### src/rtl/dle_rx_pkg.sv
`timescale 1ns / 1ps
// ----------------------------------------------------------------------------
// DLE receiver package
// Shared types, character codes and status codes for the DLE/STX/ETX
// byte-stuffed frame receiver.
// ----------------------------------------------------------------------------
package dle_rx_pkg;

    localparam int LENGTH_BITS = 16;
    localparam int FLUSH_LIMIT = 16384;
    localparam int FLUSH_W     = $clog2(FLUSH_LIMIT + 1);

    localparam logic [7:0] CH_DLE = 8'h10;
    localparam logic [7:0] CH_STX = 8'h02;
    localparam logic [7:0] CH_ETX = 8'h03;
    localparam logic [7:0] CH_ACK = 8'h06;

    localparam logic [1:0] ST_OK      = 2'd0;
    localparam logic [1:0] ST_TIMEOUT = 2'd1;
    localparam logic [1:0] ST_ERROR   = 2'd2;

    localparam logic [1:0] REG_EOS_ENABLE   = 2'd0;
    localparam logic [1:0] REG_EOS_CHAR     = 2'd1;
    localparam logic [1:0] REG_EOS_ALL_BITS = 2'd2;

    localparam logic KIND_START = 1'b0;

    typedef struct packed {
        logic                   kind;
        logic [7:0]             rx_byte;
        logic [LENGTH_BITS-1:0] max_length;
    } t_in_item;

    typedef struct packed {
        logic                   data_valid;
        logic [7:0]             data_byte;
        logic                   done_res;
        logic [1:0]             status;
        logic                   end_seen;
        logic [LENGTH_BITS-1:0] byte_count;
    } t_out_item;

    typedef struct packed {
        logic       eos_enable;
        logic [7:0] eos_char;
        logic       eos_all_bits;
    } t_cfg;

endpackage

### src/rtl/dle_rx_fsm.sv
`timescale 1ns / 1ps
// ----------------------------------------------------------------------------
// DLE receiver frame state machine
// Holds the per-read state and turns one transaction into at most one
// result: unstuffing, end-of-string detection, overflow and flush.
// ----------------------------------------------------------------------------
module dle_rx_fsm
    import dle_rx_pkg::*;
(
    input  logic      i_clk,
    input  logic      i_rst_n,
    input  t_cfg      i_cfg,
    input  logic      i_step,
    input  t_in_item  i_item,
    output logic      o_emit,
    output t_out_item o_res
);

    localparam logic [3:0] PH_IDLE     = 4'd0;
    localparam logic [3:0] PH_ONE_A    = 4'd1;
    localparam logic [3:0] PH_ONE_B    = 4'd2;
    localparam logic [3:0] PH_HDR_DLE  = 4'd3;
    localparam logic [3:0] PH_HDR_STX  = 4'd4;
    localparam logic [3:0] PH_DATA     = 4'd5;
    localparam logic [3:0] PH_DATA_ESC = 4'd6;
    localparam logic [3:0] PH_WAIT_ACK = 4'd7;
    localparam logic [3:0] PH_FL_IDLE  = 4'd8;
    localparam logic [3:0] PH_FL_ESC   = 4'd9;
    localparam logic [3:0] PH_FL_ACK   = 4'd10;

    logic [3:0]             r_phase,    n_phase;
    logic [LENGTH_BITS-1:0] r_stored,   n_stored;
    logic [LENGTH_BITS-1:0] r_capacity, n_capacity;
    logic [FLUSH_W-1:0]     r_flush,    n_flush;
    logic                   r_end,      n_end;
    logic [7:0]             r_held,     n_held;

    logic [7:0]             c;
    logic [7:0]             eos_mask;
    logic                   eos_hit;
    logic                   full;
    logic [LENGTH_BITS-1:0] stored_inc;
    logic [FLUSH_W-1:0]     flush_inc;
    logic                   flush_over;
    logic                   flush_inc_over;

    assign c              = i_item.rx_byte;
    assign eos_mask       = i_cfg.eos_all_bits ? 8'hFF : 8'h7F;
    assign eos_hit        = i_cfg.eos_enable && (((c ^ i_cfg.eos_char) & eos_mask) == 8'h00);
    assign full           = (r_stored == r_capacity);
    assign stored_inc     = r_stored + LENGTH_BITS'(1);
    assign flush_inc      = r_flush + FLUSH_W'(1);
    assign flush_over     = (r_flush >= FLUSH_W'(FLUSH_LIMIT));
    assign flush_inc_over = (flush_inc >= FLUSH_W'(FLUSH_LIMIT));

    always_comb begin
        n_phase    = r_phase;
        n_stored   = r_stored;
        n_capacity = r_capacity;
        n_flush    = r_flush;
        n_end      = r_end;
        n_held     = r_held;
        o_emit     = 1'b0;
        o_res      = '0;

        if (i_item.kind == KIND_START) begin
            n_capacity = i_item.max_length;
            n_stored   = '0;
            n_flush    = '0;
            n_end      = 1'b0;
            n_held     = '0;
            n_phase    = (i_item.max_length == LENGTH_BITS'(1)) ? PH_ONE_A : PH_HDR_DLE;
        end else begin
            case (r_phase)
                PH_ONE_A: begin
                    n_held  = c;
                    n_phase = PH_ONE_B;
                end
                PH_ONE_B: begin
                    o_emit         = 1'b1;
                    o_res.done_res = 1'b1;
                    n_phase        = PH_IDLE;
                    if (c == CH_ACK) begin
                        n_stored         = LENGTH_BITS'(1);
                        o_res.data_valid = 1'b1;
                        o_res.data_byte  = r_held;
                        o_res.status     = ST_OK;
                        o_res.byte_count = LENGTH_BITS'(1);
                    end else begin
                        o_res.status = ST_TIMEOUT;
                    end
                end
                PH_HDR_DLE, PH_HDR_STX: begin
                    if (c != ((r_phase == PH_HDR_DLE) ? CH_DLE : CH_STX)) begin
                        o_emit         = 1'b1;
                        o_res.done_res = 1'b1;
                        o_res.status   = ST_ERROR;
                        n_phase        = PH_IDLE;
                    end else begin
                        n_phase = (r_phase == PH_HDR_DLE) ? PH_HDR_STX : PH_DATA;
                    end
                end
                PH_DATA, PH_DATA_ESC: begin
                    if ((r_phase == PH_DATA) && (c == CH_DLE)) begin
                        n_phase = PH_DATA_ESC;
                    end else if ((r_phase == PH_DATA) || (c == CH_DLE)) begin
                        // payload byte
                        if (full) begin
                            n_phase = PH_FL_IDLE;
                            n_flush = '0;
                        end else begin
                            n_stored         = stored_inc;
                            o_emit           = 1'b1;
                            o_res.data_valid = 1'b1;
                            o_res.data_byte  = c;
                            o_res.byte_count = stored_inc;
                            o_res.end_seen   = r_end | eos_hit;
                            if (eos_hit) begin
                                n_end   = 1'b1;
                                n_phase = PH_FL_IDLE;
                                n_flush = '0;
                            end else begin
                                n_phase = PH_DATA;
                            end
                        end
                    end else if (c == CH_ETX) begin
                        n_phase = PH_WAIT_ACK;
                    end else begin
                        o_emit           = 1'b1;
                        o_res.done_res   = 1'b1;
                        o_res.status     = ST_ERROR;
                        o_res.byte_count = r_stored;
                        n_phase          = PH_IDLE;
                    end
                end
                PH_WAIT_ACK: begin
                    o_emit           = 1'b1;
                    o_res.done_res   = 1'b1;
                    o_res.byte_count = r_stored;
                    n_phase          = PH_IDLE;
                    if (c == CH_ACK) begin
                        n_end          = 1'b1;
                        o_res.status   = ST_OK;
                        o_res.end_seen = 1'b1;
                    end else begin
                        o_res.status = ST_TIMEOUT;
                    end
                end
                PH_FL_IDLE: begin
                    n_flush = flush_inc;
                    if (c == CH_DLE) begin
                        n_phase = PH_FL_ESC;
                    end else begin
                        n_phase = PH_FL_IDLE;
                        if (flush_inc_over) begin
                            o_emit           = 1'b1;
                            o_res.done_res   = 1'b1;
                            o_res.status     = ST_ERROR;
                            o_res.end_seen   = r_end;
                            o_res.byte_count = r_stored;
                            n_phase          = PH_IDLE;
                        end
                    end
                end
                PH_FL_ESC: begin
                    if (c == CH_ETX) begin
                        n_phase = PH_FL_ACK;
                    end else begin
                        n_phase = PH_FL_IDLE;
                        if (flush_over) begin
                            o_emit           = 1'b1;
                            o_res.done_res   = 1'b1;
                            o_res.status     = ST_ERROR;
                            o_res.end_seen   = r_end;
                            o_res.byte_count = r_stored;
                            n_phase          = PH_IDLE;
                        end
                    end
                end
                PH_FL_ACK: begin
                    o_emit           = 1'b1;
                    o_res.done_res   = 1'b1;
                    o_res.status     = (c == CH_ACK) ? ST_OK : ST_ERROR;
                    o_res.end_seen   = r_end;
                    o_res.byte_count = r_stored;
                    n_phase          = PH_IDLE;
                end
                default: begin
                    n_phase = PH_IDLE;
                end
            endcase
        end
    end

    always_ff @(posedge i_clk) begin
        if (!i_rst_n) begin
            r_phase    <= PH_IDLE;
            r_stored   <= '0;
            r_capacity <= '0;
            r_flush    <= '0;
            r_end      <= 1'b0;
            r_held     <= '0;
        end else if (i_step) begin
            r_phase    <= n_phase;
            r_stored   <= n_stored;
            r_capacity <= n_capacity;
            r_flush    <= n_flush;
            r_end      <= n_end;
            r_held     <= n_held;
        end
    end

`ifndef SYNTHESIS
    a_flush_bound: assert property (@(posedge i_clk) disable iff (!i_rst_n)
        r_flush <= FLUSH_W'(FLUSH_LIMIT))
        else $error("flush counter past limit");

    a_stored_bound: assert property (@(posedge i_clk) disable iff (!i_rst_n)
        (r_phase == PH_DATA || r_phase == PH_DATA_ESC) |-> (r_stored <= r_capacity))
        else $error("stored count past capacity");

    a_phase_legal: assert property (@(posedge i_clk) disable iff (!i_rst_n)
        r_phase <= PH_FL_ACK)
        else $error("phase code out of range");
`endif

endmodule

### src/rtl/dle_stuffed_frame_receiver.sv
`timescale 1ns / 1ps
// ----------------------------------------------------------------------------
// DLE stuffed frame receiver
// Unstuffs DLE/STX/ETX framed adapter bytes into payload bytes and a final
// read status.
// ----------------------------------------------------------------------------
// Usage:
//   Input channel (i_in_valid / o_in_ready / i_in_data): a transaction with
//   kind 0 arms a read of max_length bytes; kind 1 delivers one adapter byte.
//   Output channel (o_out_valid / i_out_ready / o_out_data): one transaction
//   per stored payload byte, and a last one with done_res set and the status.
//   Many input bytes (header, DLE escapes, flushed bytes) give no result.
//   Latency: a result appears in the cycle after its input is accepted.
//   Throughput: one input transaction per cycle, limited only by the
//   single-entry output register; a new input is taken in the same cycle
//   the waiting result is taken.
//   When the output side stalls with a result held, o_in_ready drops until
//   the result is taken; inputs that produce nothing still wait.
//   Configuration (i_cfg_we / i_cfg_idx / i_cfg_data) must be written by the
//   user only while idle (not enforced): index 0 eos_enable, 1 eos_char, 2
//   eos_all_bits; others ignored. Reset (i_rst_n low, synchronous) clears the
//   registers and read state to idle; bytes arriving while idle are dropped.
// ----------------------------------------------------------------------------
module dle_stuffed_frame_receiver
    import dle_rx_pkg::*;
(
    input  logic       i_clk,
    input  logic       i_rst_n,
    input  logic       i_cfg_we,
    input  logic [1:0] i_cfg_idx,
    input  logic [7:0] i_cfg_data,
    input  logic       i_in_valid,
    output logic       o_in_ready,
    input  t_in_item   i_in_data,
    output logic       o_out_valid,
    input  logic       i_out_ready,
    output t_out_item  o_out_data
);

    t_cfg      r_cfg;
    logic      r_out_valid;
    t_out_item r_out_data;

    logic      step;
    logic      emit;
    t_out_item res;

    assign o_in_ready  = !r_out_valid || i_out_ready;
    assign step        = i_in_valid && o_in_ready;
    assign o_out_valid = r_out_valid;
    assign o_out_data  = r_out_data;

    always_ff @(posedge i_clk) begin
        if (!i_rst_n) begin
            r_cfg <= '0;
        end else if (i_cfg_we) begin
            case (i_cfg_idx)
                REG_EOS_ENABLE:   r_cfg.eos_enable   <= i_cfg_data[0];
                REG_EOS_CHAR:     r_cfg.eos_char     <= i_cfg_data;
                REG_EOS_ALL_BITS: r_cfg.eos_all_bits <= i_cfg_data[0];
                default: ;
            endcase
        end
    end

    dle_rx_fsm u_fsm (
        .i_clk   (i_clk),
        .i_rst_n (i_rst_n),
        .i_cfg   (r_cfg),
        .i_step  (step),
        .i_item  (i_in_data),
        .o_emit  (emit),
        .o_res   (res)
    );

    always_ff @(posedge i_clk) begin
        if (!i_rst_n) begin
            r_out_valid <= 1'b0;
        end else if (o_in_ready) begin
            r_out_valid <= step && emit;
        end
    end

    always_ff @(posedge i_clk) begin
        if (step && emit) begin
            r_out_data <= res;
        end
    end

`ifndef SYNTHESIS
    a_byte_zero: assert property (@(posedge i_clk) disable iff (!i_rst_n)
        (o_out_valid && !o_out_data.data_valid) |-> (o_out_data.data_byte == 8'h00))
        else $error("data byte set on a status-only result");

    a_status_last: assert property (@(posedge i_clk) disable iff (!i_rst_n)
        (o_out_valid && !o_out_data.done_res) |-> (o_out_data.status == ST_OK))
        else $error("status reported before the last result");

    a_count_nonzero: assert property (@(posedge i_clk) disable iff (!i_rst_n)
        (o_out_valid && o_out_data.data_valid) |-> (o_out_data.byte_count != '0))
        else $error("payload byte with zero count");

    a_no_take_stalled: assert property (@(posedge i_clk) disable iff (!i_rst_n)
        (o_out_valid && !i_out_ready) |=> (o_out_valid && $stable(o_out_data)))
        else $error("stalled result overwritten");
`endif

endmodule
### config.mk
export PLATFORM = sky130hd
export DESIGN_NAME = dle_stuffed_frame_receiver
export DESIGN_NICKNAME = d
export VERILOG_FILES = /design/src/rtl/dle_rx_pkg.sv /design/src/rtl/dle_rx_fsm.sv /design/src/rtl/dle_stuffed_frame_receiver.sv
export SDC_FILE = /design/constraint.sdc
export NUM_CORES = 1
export LEC_CHECK = 0
export ABC_CLOCK_PERIOD_IN_PS = 13200
export BUFFER_PORTS_ARGS = -buffer_cell sky130_fd_sc_hd__buf_2
export CORE_MARGIN = 2
export CORE_UTILIZATION = 61
export CTS_CLUSTER_DIAMETER = 40
export CTS_CLUSTER_SIZE = 24
export DETAILED_ROUTE_END_ITERATION = 8
export PLACE_DENSITY = 0.94
export SLEW_MARGIN = 20
export SYNTH_ARGS = -nofsm -noshare
export SYNTH_HDL_FRONTEND = slang
export SYNTH_SLANG_ARGS = --single-unit
### constraint.sdc
create_clock -name i_clk -period 13.2 [get_ports i_clk]
set_input_delay 1.32 -clock i_clk [delete_from_list [all_inputs] [get_ports i_clk]]
set_output_delay 1.32 -clock i_clk [all_outputs]
set_load 0.02 [all_outputs]
==> flow_metrics.py, run 1 <==
metrics = {
    "logic_synthesis": {
        "yosys_warnings": 0,
        "synth.top_cells.by_area": "dfxtp_1 25%, edfxtp_1 15%, mux2i_1 4.9%, nor2_1 4.8%, a21oi_1 4.6%",
        "synth_top_area_share": 0.2500,
        "syn_area_um2": 5685,
        "ys_seq_area_frac": 0.4032,
        "yosysTopAreaCell": "dfxtp_1",
        "synth_cells": 657,
        "synth_cell_types": 65,
        "synth_edf_count": 29,
        "synth-async-reset-ratio": 0,
        "synth_nets": 700,
        "synth_seq_cells": 100,
        "ys.flop_type": "dfxtp_1",
        "syn_avg_cell_area_um2": 8.654,
    },
    "floorplan": {
        "num_rows": 35,
        "dieArea_um2": 10110,
        "coreArea_um2": 9153,
        "dieWidth_um": 100.5,
        "start_util": 0.6212,
        "pin_count": 71,
        "die_y_um": 100.5,
    },
    "drt": {
        "drc_errors": 0,
        "ant_nets": 0,
        "drt-wirelength-per-cell_um": 19.08,
        "wl_mm": 15.38,
        "viasPerCell": 6.774,
        "top_layer": "met4",
        "via_count": 5460,
        "wl_met2_mm": 7.576,
        "wl_met1_mm": 6.050,
        "wl_met3_mm": 1.175,
        "firstDrtPassIters": 6,
        "drt-initial-drc-count": 451,
    },
    "worst_setup_path": {
        "critPathCaptureType": "flip-flop",
        "setup.worst_path.start_class": "primary input",
        "worstPathCellList": "buf_2 > or4_1 > or3_1 > nor3_1 > o32ai_1 > nor3b_1 > a211oi_4 > buf_4",
        "worst_ep_required_time_ns": 13.31,
        "slowest_stage": "or4_1",
        "critPathMaxFanout": 25,
        "path_buf_inv": 2,
        "cp_data_arrival_time_ns": 3.98,
        "path_class": "primary input to flip-flop",
        "slowest_delay_ns": 0.71,
        "crit_family": "simple AND/OR/NAND/NOR gates",
    },
    "timing": {
        "setup_viol": 0,
        "fmax_mhz": 258.1,
        "worst_slew_pin_slew_ns": 1.004,
        "period_minus_slack_ns": 3.874,
        "finalCritPeriodShare": 0.2935,
        "finClkSkew_ns": 0.02100,
        "finalHoldViolCount": 0,
        "rsz0062_at_grt": "no",
        "max-slew-margin-rel": 0.3295,
        "drv_slew": 0,
        "fin_tns_setup_ns": 0,
    },
    "grt": {
        "grt_pass1_wl_mm": 24.61,
        "antenna_found_initial": 0,
        "grt_pass1_vias": 5176,
        "grt_overflow": 0,
        "grt_max_degree": 45,
        "grtUsageTotal": 0.3042,
    },
    "hold_path": {
        "hp-class": "flip-flop to flip-flop",
    },
    "final_layout": {
        "nNetsFinal": 733,
        "drive_above_1_share": 0.1612,
        "final_core_util": 0.6787,
        "area_growth_pct": 9.265,
        "n_antenna_cell": 0,
        "final_cell_mix": "71 x nor2_1, 71 x dfxtp_1, 70 x buf_2",
    },
    "cts": {
        "ctsHtreeMaxLevel": 3,
        "cts_setup_buffers": 0,
        "cts_resized": 0,
        "cts_sinks": 100,
        "clk_path_buf_depth": 2,
        "cts_root_buffer": "clkbuf_8",
        "cts_inserted_buffers": 9,
        "cts.clk_slew.worst_paths_ns": 0.09,
        "cts_tree": "yes",
        "holdBufCountCts": 0,
        "clock_latency_ns": 0.39,
    },
    "place": {
        "hpwl_mm": 10.75,
        "port_buffers": 70,
        "place_congestion": 0.9588,
    },
    "power": {
        "vdd_drop_max_mv": 0.05014,
        "power_leakage_nw": 2.183,
        "p_per_area_nw_per_um2": 91.82,
    },
    "run": {
        "drv_cap": 0,
    },
    "status": {
        "status": "completed",
    },
}
## worst min-delay path: stages, from the launching register on
cell and delay [ns]:
dfxtp_1 0.34, o31ai_1 0.07, a21oi_1 0.05
## synthesized netlist by cell type, types with 8 or more instances
master	instances
nand2_1	47
dfxtp_1	71
or3_1	14
nor3_1	11
xor2_1	23
and3_1	8
a21oi_1	52
clkbuf_1	39
nor4_1	22
buf_2	8
nor2_1	72
mux2i_1	28
edfxtp_1	29
nand3_1	21
a22oi_1	17
inv_1	9
or4_1	10
nand4_1	11
nor2b_1	10
o31ai_1	14
a31oi_1	10
o21ai_0	19
## stage by stage
stage               instances  total power [W]  area [um2]  setup WS, ns  hold WS [ns]
CTS                       806        0.0005698        6195         9.370        0.4983
finish                    806        0.0005704        6212         9.326        0.4990
detailed placement        790        0.0003831        6003         8.992        0.4850
global route              806        0.0005878        6212         9.166        0.5209
floorplan                 657        0.0003650        5685         7.599        0.4476
global placement          790        0.0003804        6003         9.062        0.4590
## cell families after synthesis
family	count (synthesis)	synth area share
flip-flops	100	0.4032
AND/OR/NAND/NOR	264	0.2509
buffers and inverters	63	0.04599
AO/OA/AOI/OAI	170	0.1972
adder cells (fa/ha/maj)	3	0.006603
multiplexers	30	0.05326
XOR/XNOR	27	0.04291
## area by class of cell
type / instances / area, um2
clock buffers: 9 / 123.9
repair buffers: 75 / 387.9
well taps: 111 / 138.9
fillers: 725 / 2940
flip-flops and latches: 100 / 2292
multi-input cells: 494 / 3164
inverters: 10 / 37.54
clock inverters: 7 / 67.56
## power breakdown
part / total (W) / internal [W] / switching [W]
combinational: 0.0000534 / 0.0000187 / 0.0000347
clock: 0.000192 / 0.0000735 / 0.000119
sequential: 0.000325 / 0.000319 / 0.00000585
## layer usage
| layer | GRT usage | up-vias |
|---|---|---|
| met5 | 0 | - |
| met4 | 0.1528 | 0 |
| met3 | 0.04993 | 66 |
| met2 | 0.5281 | 293 |
| met1 | 0.3642 | 2573 |
| li1 | - | 2528 |
## sequential cells by signal (all words and copies together) (netlist names)
| register | flops |
|---|---|
| u_fsm.r_stored | 16 |
| u_fsm.r_phase | 4 |
| u_fsm.r_held | 8 |
| u_fsm.r_end | 1 |
| u_fsm.r_flush | 15 |
| o_out_data | 29 |
| u_fsm.r_capacity | 16 |
| o_out_valid | 1 |
| r_cfg | 10 |
## worst paths after layout
check,start,end,slack [ns],cells after the start
min reg2reg,u_fsm.r_flush[5],u_fsm.r_flush[5],0.50,2
max reg2reg,u_fsm.r_phase[1],o_out_data[9],9.77,7
min,u_fsm.r_flush[5],u_fsm.r_flush[5],0.50,2
max,i_in_data[19],o_out_data[9],9.33,8
Power figures use the tool's default switching activity.
==> run 2, diff against run 1 <==
--- a/config.mk
+++ b/config.mk
@@ -5,14 +5,14 @@
 export SDC_FILE = /design/constraint.sdc
 export NUM_CORES = 1
 export LEC_CHECK = 0
-export ABC_CLOCK_PERIOD_IN_PS = 13200
+export ABC_CLOCK_PERIOD_IN_PS = 3600
 export BUFFER_PORTS_ARGS = -buffer_cell sky130_fd_sc_hd__buf_2
 export CORE_MARGIN = 2
-export CORE_UTILIZATION = 61
+export CORE_UTILIZATION = 59
 export CTS_CLUSTER_DIAMETER = 40
 export CTS_CLUSTER_SIZE = 24
 export DETAILED_ROUTE_END_ITERATION = 8
-export PLACE_DENSITY = 0.94
+export PLACE_DENSITY = 0.92
 export SLEW_MARGIN = 20
 export SYNTH_ARGS = -nofsm -noshare
 export SYNTH_HDL_FRONTEND = slang
==> constraint.sdc (replaced) <==
create_clock -name i_clk -period 3.6 [get_ports i_clk]
set_input_delay 0.36 -clock i_clk [delete_from_list [all_inputs] [get_ports i_clk]]
set_output_delay 0.36 -clock i_clk [all_outputs]
set_load 0.02 [all_outputs]
==> run 2 against run 1 <==
- critical path depth is 2 lower
- cell count is 5.2% higher
- register-to-register slack worse by 9.2 ns
- first-iteration DRC count is 23% higher
- via count is 2.7% higher
- die area is 3.3% higher
- sequential power grew to 3.6 times the previous value
==> flow_metrics.py, run 2 (synthesized netlist as in run 1, its figures left out) <==
metrics = {
    "status": {
        "status": "completed",
    },
    "cts": {
        "cts_sinks": 100,
        "cts.clk_slew.worst_paths_ns": 0.10,
        "clk_path_buf_depth": 2,
        "ctsHtreeMaxLevel": 3,
        "holdBufCountCts": 0,
        "cts_tree": "yes",
        "clock_latency_ns": 0.37,
        "cts_inserted_buffers": 9,
        "cts_root_buffer": "clkbuf_8",
    },
    "timing": {
        "rsz0062_at_grt": "no",
        "finalCritPeriodShare": 0.8357,
        "finClkSkew_ns": 0.01539,
        "setup_viol": 0,
        "period_minus_slack_ns": 3.008,
        "worst_slew_pin_slew_ns": 0.9394,
        "drv_slew": 0,
        "setup_ws_ns": 0.5916,
        "fin_tns_setup_ns": 0,
        "fmax_mhz": 332.4,
        "max-slew-margin-rel": 0.3684,
        "finalHoldViolCount": 0,
    },
    "worst_setup_path": {
        "path_class": "flip-flop to flip-flop",
        "setup.worst_path.start_class": "flip-flop",
        "critPathMaxFanout": 13,
        "cp_data_arrival_time_ns": 3.25,
        "critPathCaptureType": "flip-flop",
        "worst_ep_required_time_ns": 3.84,
    },
    "drt": {
        "wl_mm": 15.98,
        "via_count": 5607,
        "viasPerCell": 6.612,
        "drt-wirelength-per-cell_um": 18.84,
        "ant_nets": 0,
        "drc_errors": 0,
        "firstDrtPassIters": 6,
        "drt-initial-drc-count": 556,
    },
    "final_layout": {
        "n_antenna_cell": 0,
        "drive_above_1_share": 0.1864,
        "fillerInstances": 736,
        "seq_area_um2": 2292,
        "largest_register_ffs": 29,
        "multi_input_area_um2": 3147,
        "nNetsFinal": 757,
        "area_growth_pct": 12.85,
        "final_cell_mix": "71 x nor2_1, 71 x dfxtp_1, 70 x buf_2",
        "final_cells": 848,
    },
    "grt": {
        "grtUsageMet1": 0.3759,
        "grt_max_degree": 28,
        "grt_use_met3": 0.04993,
        "grt_pass1_wl_mm": 25.80,
        "grt_pass1_vias": 5349,
        "grt_most_used_layer": "met2",
        "grtUsageTotal": 0.3139,
        "grt_overflow": 0,
        "grtUsageMet2": 0.5536,
        "antenna_found_initial": 0,
    },
    "floorplan": {
        "coreArea_um2": 9284,
        "dieWidth_um": 102.2,
        "die_y_um": 102.2,
        "num_rows": 35,
        "start_util": 0.6124,
        "dieArea_um2": 10440,
        "pin_count": 71,
    },
    "place": {
        "hpwl_mm": 11.69,
        "dp.cells": 828,
        "post-place-ws_ns": 0.2555,
        "port_buffers": 70,
        "place_congestion": 1.033,
    },
    "power": {
        "vdd_drop_max_mv": 0.2238,
        "p_per_area_nw_per_um2": 332.2,
        "power_leakage_nw": 2.311,
    },
    "hold_path": {
        "hp-class": "primary input to flip-flop",
    },
    "run": {
        "drv_cap": 0,
    },
}
run 2: through the flow:
step / hold WS (ns) / area (um2) / power (W) / util
after floorplan: 0.4476 / 5698 / 0.001340 / -
after global placement: 0.4619 / 6176 / 0.001401 / 0.6652
after detailed placement: 0.4663 / 6176 / 0.001411 / 0.6652
after CTS: 0.2167 / 6374 / 0.002141 / 0.6865
after global routing: 0.2472 / 6416 / 0.002200 / 0.6911
final: 0.2270 / 6416 / 0.002131 / 0.6911
run 2: worst paths after layout:
path | start | to | slack (ns) | depth (start not counted)
worst max-delay path | u_fsm.r_stored[6] | u_fsm.r_flush[11] | 0.59 | 6
worst min-delay path | i_cfg_data[1] | r_cfg[2] | 0.23 | 3
worst max register to register | u_fsm.r_stored[6] | u_fsm.r_flush[11] | 0.59 | 6
worst min register to register | u_fsm.r_flush[5] | u_fsm.r_flush[5] | 0.49 | 2
run 2: per-layer routing:
metal  up-vias  routed length (um)
met3        55                1315
met1      2637                6168
li1       2572                   -
met5         -                   0
met4         0                 457
met2       343                8037
run 2: power by group:
part	switching, W	internal [W]
combinational	0.000134	0.0000741
clock	0.000411	0.000327
sequential	0.0000153	0.00117
total	0.000561	0.00157
run 2: worst max-delay path, cell delays in order (launching register included):
cell      delay [ns]
dfxtp_1         0.52
xor2_1          0.12
nor4_1          0.48
nand4_1         0.53
a211oi_1        0.59
a211o_1         0.50
o31ai_1         0.14
run 2: timing repair:
item	CTS	global route
gates resized for setup	0	0
setup buffers	0	4
endpoints found under the setup margin	0	13
run 2: layout make-up:
cell class	count	area share
multi-input combinational	494	0.4904
tap	129	0.02516
sequential	100	0.3573
clock inverter	7	0.01151
clock buffer	9	0.01931
inverter	10	0.005850
timing repair buffer	99	0.09048
